<file path="config.mk">
export PLATFORM = sky130hd
export DESIGN_NAME = cvo_rot
export DESIGN_NICKNAME = d
export VERILOG_FILES = /design/src/hdl/cvo_pkg.sv /design/src/hdl/cvo_rot.sv
export SDC_FILE = /design/constraint.sdc
export NUM_CORES = 2
export LEC_CHECK = 0
export BUFFER_PORTS_ARGS = -buffer_cell sky130_fd_sc_hd__buf_2
export CAP_MARGIN = 15
export CORE_MARGIN = 5
export CORE_UTILIZATION = 29
export CTS_BUF_LIST = sky130_fd_sc_hd__clkbuf_4 sky130_fd_sc_hd__clkbuf_8
export CTS_CLUSTER_DIAMETER = 50
export DETAILED_ROUTE_END_ITERATION = 6
export PLACE_DENSITY = 0.54
export SLEW_MARGIN = 40
export SYNTH_ARGS = -nofsm -noshare
export SYNTH_HDL_FRONTEND = slang
export SYNTH_SLANG_ARGS = --single-unit
</file>
<file path="constraint.sdc">
create_clock -name clock -period 6.79 [get_ports clock]
set_clock_uncertainty 0.1 [all_clocks]
set_input_delay 1.0185 -clock clock [delete_from_list [all_inputs] [get_ports clock]]
set_output_delay 1.0185 -clock clock [all_outputs]
set_load 0.01 [all_outputs]
</file>
<file path="src/hdl/cvo_pkg.sv">
// shared types and constants of the circle velocity obstacle pipeline
`default_nettype none

package cvo_pkg;

   localparam int ANG_W      = 32;
   localparam int VEC_W      = 44;
   localparam int ROT_W      = 34;
   localparam int SQRT_STEPS = 21;
   localparam int ATAN_LEN   = 24;

   localparam logic [31:0] OVERLAP_OPENING = 32'd1073673467;
   localparam logic [33:0] CORDIC_GAIN_Q30 = 34'd652032874;

   localparam logic [31:0] ATAN_TABLE [ATAN_LEN] = '{
      32'd536870912, 32'd316933406, 32'd167458907, 32'd85004756,
      32'd42667331,  32'd21354465,  32'd10679838,  32'd5340245,
      32'd2670163,   32'd1335087,   32'd667544,    32'd333772,
      32'd166886,    32'd83443,     32'd41722,     32'd20861,
      32'd10430,     32'd5215,      32'd2608,      32'd1304,
      32'd652,       32'd326,       32'd163,       32'd81
   };

   typedef struct packed {
      logic [40:0] n;
      logic [16:0] sum;
      logic        overlap;
      logic        zero;
      logic        neg;
      logic [19:0] vel_x;
      logic [19:0] vel_y;
   } brg_sb_type;

   typedef struct packed {
      logic [31:0] bearing;
      logic [16:0] sum;
      logic        overlap;
      logic [19:0] vel_x;
      logic [19:0] vel_y;
   } sq_sb_type;

   typedef struct packed {
      logic [31:0] bearing;
      logic        overlap;
      logic [19:0] vel_x;
      logic [19:0] vel_y;
   } opn_sb_type;

endpackage

`default_nettype wire

</file>
<file path="src/hdl/cvo_rot.sv">
// pipelined rotation cordic: cos and sin of a binary angle, rounded to q1.14
`default_nettype none

module cvo_rot #(
   parameter int STAGES = 16,
   parameter int SB_W   = 1
) (
   input  wire logic                        clock,
   input  wire logic                        reset,
   input  wire logic                        en,
   input  wire logic                        in_valid,
   input  wire logic [cvo_pkg::ANG_W-1:0]   in_angle,
   input  wire logic [SB_W-1:0]             in_sb,
   output logic                             out_valid,
   output logic signed [15:0]               out_x,
   output logic signed [15:0]               out_y,
   output logic [SB_W-1:0]                  out_sb
);

   localparam int W = cvo_pkg::ROT_W;

   function automatic logic signed [15:0] to_q14(input logic signed [W-1:0] v);
      logic signed [W-1:0]  sum;
      logic signed [W-17:0] r;
      sum = v + W'(32768);
      r   = (W-16)'(sum >>> 16);
      if (r > (W-16)'(16384)) begin
         return 16'sd16384;
      end else if (r < -(W-16)'(16384)) begin
         return -16'sd16384;
      end
      return r[15:0];
   endfunction

   // fold stage
   logic                      f_v_ff;
   logic signed [31:0]        f_z_ff;
   logic                      f_flip_ff;
   logic [SB_W-1:0]           f_sb_ff;
   logic signed [31:0]        f_z_in;
   logic                      f_flip_in;

   always_comb begin
      if ($signed(in_angle) > 32'sh4000_0000 || $signed(in_angle) < -32'sh4000_0000) begin
         f_z_in    = $signed(in_angle + 32'h8000_0000);
         f_flip_in = 1'b1;
      end else begin
         f_z_in    = $signed(in_angle);
         f_flip_in = 1'b0;
      end
   end

   always_ff @(posedge clock) begin
      if (reset) begin
         f_v_ff <= 1'b0;
      end else if (en) begin
         f_v_ff <= in_valid;
      end
   end

   always_ff @(posedge clock) begin
      if (en) begin
         f_z_ff    <= f_z_in;
         f_flip_ff <= f_flip_in;
         f_sb_ff   <= in_sb;
      end
   end

   logic                v_ff    [STAGES];
   logic signed [W-1:0] x_ff    [STAGES];
   logic signed [W-1:0] y_ff    [STAGES];
   logic signed [31:0]  z_ff    [STAGES];
   logic                flip_ff [STAGES];
   logic [SB_W-1:0]     sb_ff   [STAGES];

   for (genvar i = 0; i < STAGES; i++) begin : g_stage
      logic                src_v, src_flip;
      logic signed [W-1:0] src_x, src_y, xs, ys, x_in, y_in;
      logic signed [31:0]  src_z, z_in;
      logic [SB_W-1:0]     src_sb;

      if (i == 0) begin : g_first
         assign src_v    = f_v_ff;
         assign src_x    = $signed(cvo_pkg::CORDIC_GAIN_Q30);
         assign src_y    = '0;
         assign src_z    = f_z_ff;
         assign src_flip = f_flip_ff;
         assign src_sb   = f_sb_ff;
      end else begin : g_next
         assign src_v    = v_ff[i-1];
         assign src_x    = x_ff[i-1];
         assign src_y    = y_ff[i-1];
         assign src_z    = z_ff[i-1];
         assign src_flip = flip_ff[i-1];
         assign src_sb   = sb_ff[i-1];
      end

      always_comb begin
         xs = src_x >>> i;
         ys = src_y >>> i;
         if (!src_z[31]) begin
            x_in = src_x - ys;
            y_in = src_y + xs;
            z_in = src_z - $signed(cvo_pkg::ATAN_TABLE[i]);
         end else begin
            x_in = src_x + ys;
            y_in = src_y - xs;
            z_in = src_z + $signed(cvo_pkg::ATAN_TABLE[i]);
         end
      end

      always_ff @(posedge clock) begin
         if (reset) begin
            v_ff[i] <= 1'b0;
         end else if (en) begin
            v_ff[i] <= src_v;
         end
      end

      always_ff @(posedge clock) begin
         if (en) begin
            x_ff[i]    <= x_in;
            y_ff[i]    <= y_in;
            z_ff[i]    <= z_in;
            flip_ff[i] <= src_flip;
            sb_ff[i]   <= src_sb;
         end
      end
   end

   // output stage: undo the fold, round and saturate
   logic                o_v_ff;
   logic signed [15:0]  o_x_ff, o_y_ff, o_x_in, o_y_in;
   logic [SB_W-1:0]     o_sb_ff;

   always_comb begin
      if (flip_ff[STAGES-1]) begin
         o_x_in = to_q14(-x_ff[STAGES-1]);
         o_y_in = to_q14(-y_ff[STAGES-1]);
      end else begin
         o_x_in = to_q14(x_ff[STAGES-1]);
         o_y_in = to_q14(y_ff[STAGES-1]);
      end
   end

   always_ff @(posedge clock) begin
      if (reset) begin
         o_v_ff <= 1'b0;
      end else if (en) begin
         o_v_ff <= v_ff[STAGES-1];
      end
   end

   always_ff @(posedge clock) begin
      if (en) begin
         o_x_ff  <= o_x_in;
         o_y_ff  <= o_y_in;
         o_sb_ff <= sb_ff[STAGES-1];
      end
   end

   assign out_valid = o_v_ff;
   assign out_x     = o_x_ff;
   assign out_y     = o_y_ff;
   assign out_sb    = o_sb_ff;

endmodule

`default_nettype wire

</file>
---- Yosys cells after proc, flatten, opt, wreduce, memory -nomap -nowiden ----
Memories as Yosys holds them, arrays and structs flattened. A register that Yosys moved wholly into a read port is not among the register bits.
Cells that the tools add are included.
word-level totals
  register bits ........................... 67
  memory bits (writable) .................. 1648
  bits of input ports ..................... 37
  output and inout bits ................... 34
  logic and storage cells ................. 235
  memories kept ........................... 6
cells by class
  add/sub/neg operators ................... 99
  magnitude comparators ................... 10
  muxes and demuxes ....................... 97
  bitwise operators ....................... 16
  reduce and logical (&&, ||, !) cells .... 1
memories
  name     depth  bits a word  read ports  clocked after memory_dff  write ports  RTL line       text
  x_ff     16     34           16          0                         16           cvo_rot.sv:70  logic signed [W-1:0] x_ff [STAGES];
  y_ff     16     34           16          0                         16           cvo_rot.sv:71  logic signed [W-1:0] y_ff [STAGES];
  z_ff     16     32           15          0                         16           cvo_rot.sv:72  logic signed [31:0] z_ff [STAGES];
  flip_ff  16     1            16          0                         16           cvo_rot.sv:73  logic flip_ff [STAGES];
  sb_ff    16     1            16          1                         16           cvo_rot.sv:74  logic [SB_W-1:0] sb_ff [STAGES];
  v_ff     16     1            16          1                         16           cvo_rot.sv:69  logic v_ff [STAGES];
operators by type and width
  operator                  number
  $mux W34                  31
  $mux W32                  17
  $mux W16                  14
  $add A34 B17 Y34 const B  4
  $gt A18 B16 Y1 const B    4
  $lt A18 B15 Y1 const B    4
  $add A34 B19 Y34          2
  $add A34 B20 Y34          2
  $add A34 B21 Y34          2
  $add A34 B22 Y34          2
  $add A34 B23 Y34          2
  $add A34 B24 Y34          2
  $add A34 B25 Y34          2
  $add A34 B26 Y34          2
  $add A34 B27 Y34          2
  $add A34 B28 Y34          2
  $add A34 B29 Y34          2
  $add A34 B30 Y34          2
  $add A34 B31 Y34          2
  $add A34 B32 Y34          2
  $add A34 B33 Y34          2
  $neg A34 Y34              2
  $sub A34 B19 Y34          2
  $sub A34 B20 Y34          2
  51 further kinds          113

---- Longest topological paths before layout ----
An unclocked memory read counts as a cell.
  depth after elaboration ................. 9
  gate-level depth with buffers ........... 22
  gate-level depth less buffers ........... 22

---- Worst setup path after synthesis ----
Ideal clock, no wire load.
  path type ............................... reg-to-reg
  start ................................... memory x_ff[1][9] in the netlist's numbering
  end ..................................... memory y_ff[1][67] in the netlist's numbering (data pin)
  setup time .............................. 0.260 ns
  arrival ................................. 4.600 ns
  data required time ...................... 6.430 ns
  setup slack ............................. 1.830 ns
  stages on the path, launching flop included .. 20
  path buffers ............................ 0
  clock period less this slack ............ 4.960 ns
  path through ............................ edfxtp_1 -> inv_1 -> ha_1 -> nand2_1 -> nor3_1 -> nand3b_1 -> or4_1 -> nor4b_1 -> a21oi_1 -> xnor2_1 -> ha_1 -> a21o_1 -> a21o_1 -> a2111oi_0 -> a21oi_1 -> o41ai_1 -> o21ai_0 -> a221o_1 -> a21oi_1 -> xnor2_1
RTL lines
  element          RTL line
  start, declared  cvo_rot.sv:70
  end, declared    cvo_rot.sv:71

==> run summary <==
CTS H-Tree Depth - 5
FP Rows - 243
most common cell after layout, fill and taps aside - edfxtp_1
met1 Resource Use GR - 16.9%
Setup-failing EPs final - 0
Post-CTS Setup Bufs - 0
Seq/Total Area, Yosys - 36.8%
slowest cell on the critical path - nor4b_1
yosys warns - 0
Clk pin slew, worst setup/hold paths - 60 ps
CTS Buffer Depth - 4
drt first pass iters - 6
CP max stage delay - 510 ps
post-detailed-route count of antenna-violating nets - 0
Clk Latency, worst-skew pair - 1060 ps
TritonCTS clock tree - yes
core area - 438000 µm²
nature of the critical path endpoint - register
Rel. slew slack - 39.8%
CTS Sinks - 1560
met2 Use GR - 24.5%
cts hold-fix bufs - 34
Die X-Extent - 673 µm
Residual DRC - 0
outcome - finished, final reports clean
Total Routing Usage GR - 13.7%
grt ovf - 0
worst min path class - in -> reg
CTS buffer count - 316
Tcrit/Tclk final - 86.0%
WS Path Type - reg -> reg
max cap viols - 0
detailed-route via count - 97.0k
first-pass GRT wire length - 513000 µm
commonest cells after routing, fill and taps aside - edfxtp_1, a21oi_1, ha_1, xnor2_1, nor2_1
Initial Util - 29.1%
Netlist cell types - 90
top cell family by delay on the critical path - compound AO/OA/AOI/OAI gates
critical-path maximum fanout - 5
fmax - 171 MHz
routed vias/inst - 4.98
Worst Path Buf+Inv - 1
share of post-route cells with drive strength above 1 - 6.35%
Multi-input gate area - 77700 µm²
port buffer count - 70
total negative slack - 0 ps
GPL Wtd Cong - 0.890
CP most frequent cell - a21oi_1
layer carrying the most global-route usage - met2
largest net degree at the start of global routing - 160
crit path time final - 5840 ps
Clock Root Buffer - clkbuf_8
Fill cells - 45.2k
io pins - 71
Yosys reg bits - 1560
total wire length - 322000 µm
Initial DRC Count - 5371
Nets - 14.9k
Post-synth EDFFs - 1558
initial antenna violation count - 4
synthesis-to-layout area growth - 11.5%
WP data arrival - 6520 ps
RSZ-0062 raised after global routing - no
register area - 46800 µm²
CTS resizes - 0
crit path launch type - register
Final Slew Violations - 0
Worst-Margin Slew - 903 ps
Synth async-reset ratio - 0%
worst path cell trace - inv_1, ha_1, nand2_1, nor3_1, nand3b_1, or4_1, nor4b_1, a21oi_1, xnor2_1, ha_1, a21o_1, a21o_1, a2111oi_0, a21oi_1, o41ai_1, o21ai_0, a221o_1, a21oi_1, xnor2_1
most used flip-flop cell after synthesis - edfxtp_1
DR WL/cell - 16.5 µm
Mean Syn Cell Area - 9.65 µm²
Die H - 673 µm
syn nets - 14.6k
Cell Area, Synth - 127000 µm²
vias in the first global route - 94.0k
critical path data required time - 7470 ps
die area - 452000 µm²
detailed placement HPWL - 255000 µm
Syn Inst Count - 13.2k
M3 GR Usage - 1.55%
final hold vios - 0
through the flow:
stage                     instance area, µm²  instances  util, %  hold WS (ps)  setup WS [ps]
after detailed placement              135000      18900     30.8           305            972
after global placement                135000      18900     30.8           302            965
after CTS                             142000      19500     32.4          77.9            952
final                                 142000      19500     32.4           215            953
after floorplan                       127000      13200        -           300           1830
after global routing                  142000      19500     32.4           131            440
per-layer routing:
layer | vias to the layer above | wire length, µm
met5 | - | 0
met4 | 0 | 12700
met3 | 591 | 10400
met2 | 1620 | 157000
met1 | 45100 | 142000
li1 | 49700 | -
worst reg2reg max path, delay by kind of cell, from the launching register on:
family                     cells  cell delay [ps]
adders and majority gates      2              540
xor gates and xnor gates       2              240
and+or+nand+nor                5             1760
buffers and inverters          1               90
AOI/OAI and AO/OA              9             2400
DFF                            1              460
synth_stat cells, types with 149 or more instances:
library cell | n | share of area [%]
a21o_1 | 661 | 3.9
a21oi_1 | 1447 | 5.7
clkbuf_1 | 179 | 0.53
edfxtp_1 | 1558 | 37
ha_1 | 1375 | 14
inv_1 | 538 | 1.6
nand2_1 | 653 | 1.9
nand2b_1 | 219 | 1.1
nand3_1 | 243 | 0.96
nor2_1 | 1159 | 3.4
nor2b_1 | 178 | 0.87
nor3_1 | 374 | 1.5
o21a_1 | 207 | 1.2
o21ai_0 | 601 | 2.4
o21bai_1 | 149 | 0.88
xnor2_1 | 1186 | 8.2
xor2_1 | 642 | 4.4
sequential cells by signal, indices dropped and copies added (netlist names), 16 cells and up:
name	count
y_ff	511
x_ff	484
out_x	16
v_ff	16
z_ff	448
f_z_ff	32
out_y	16
flip_ff	16
sb_ff	16
cells by family after synthesis:
family                     synth area share (%)
buffers and inverters                      2.26
and+or+nand+nor                            13.5
muxes                                      1.11
DFF                                        36.8
xor gates and xnor gates                   12.6
AOI/OAI and AO/OA                          19.6
adders and majority gates                  14.2
final cells by class:
| type | count | area share, % |
|---|---|---|
| tap | 5757 | 5.08 |
| sequential | 1560 | 33.0 |
| clock buffer | 386 | 3.45 |
| multi-input combinational | 10900 | 54.8 |
| antenna | 3 | 0.00529 |
| timing repair buffer | 201 | 1.15 |
| inverter | 542 | 1.43 |
| clock inverter | 171 | 1.13 |
final timing paths:
kind | depth (start not counted) | slack [ps] | from | end
worst max-delay path | 19 | 950 | x_ff[1][9] | y_ff[1][67]
worst min-delay path | 2 | 210 | in_angle[31] | f_z_ff[31]
worst max register to register | 19 | 950 | x_ff[1][9] | y_ff[1][67]
worst min register to register | 0 | 310 | flip_ff[0][1] | flip_ff[0][2]
Power is left out: the tool's default activity adds up to more than one toggle a clock period on the data nets, which glitch-free logic cannot reach.
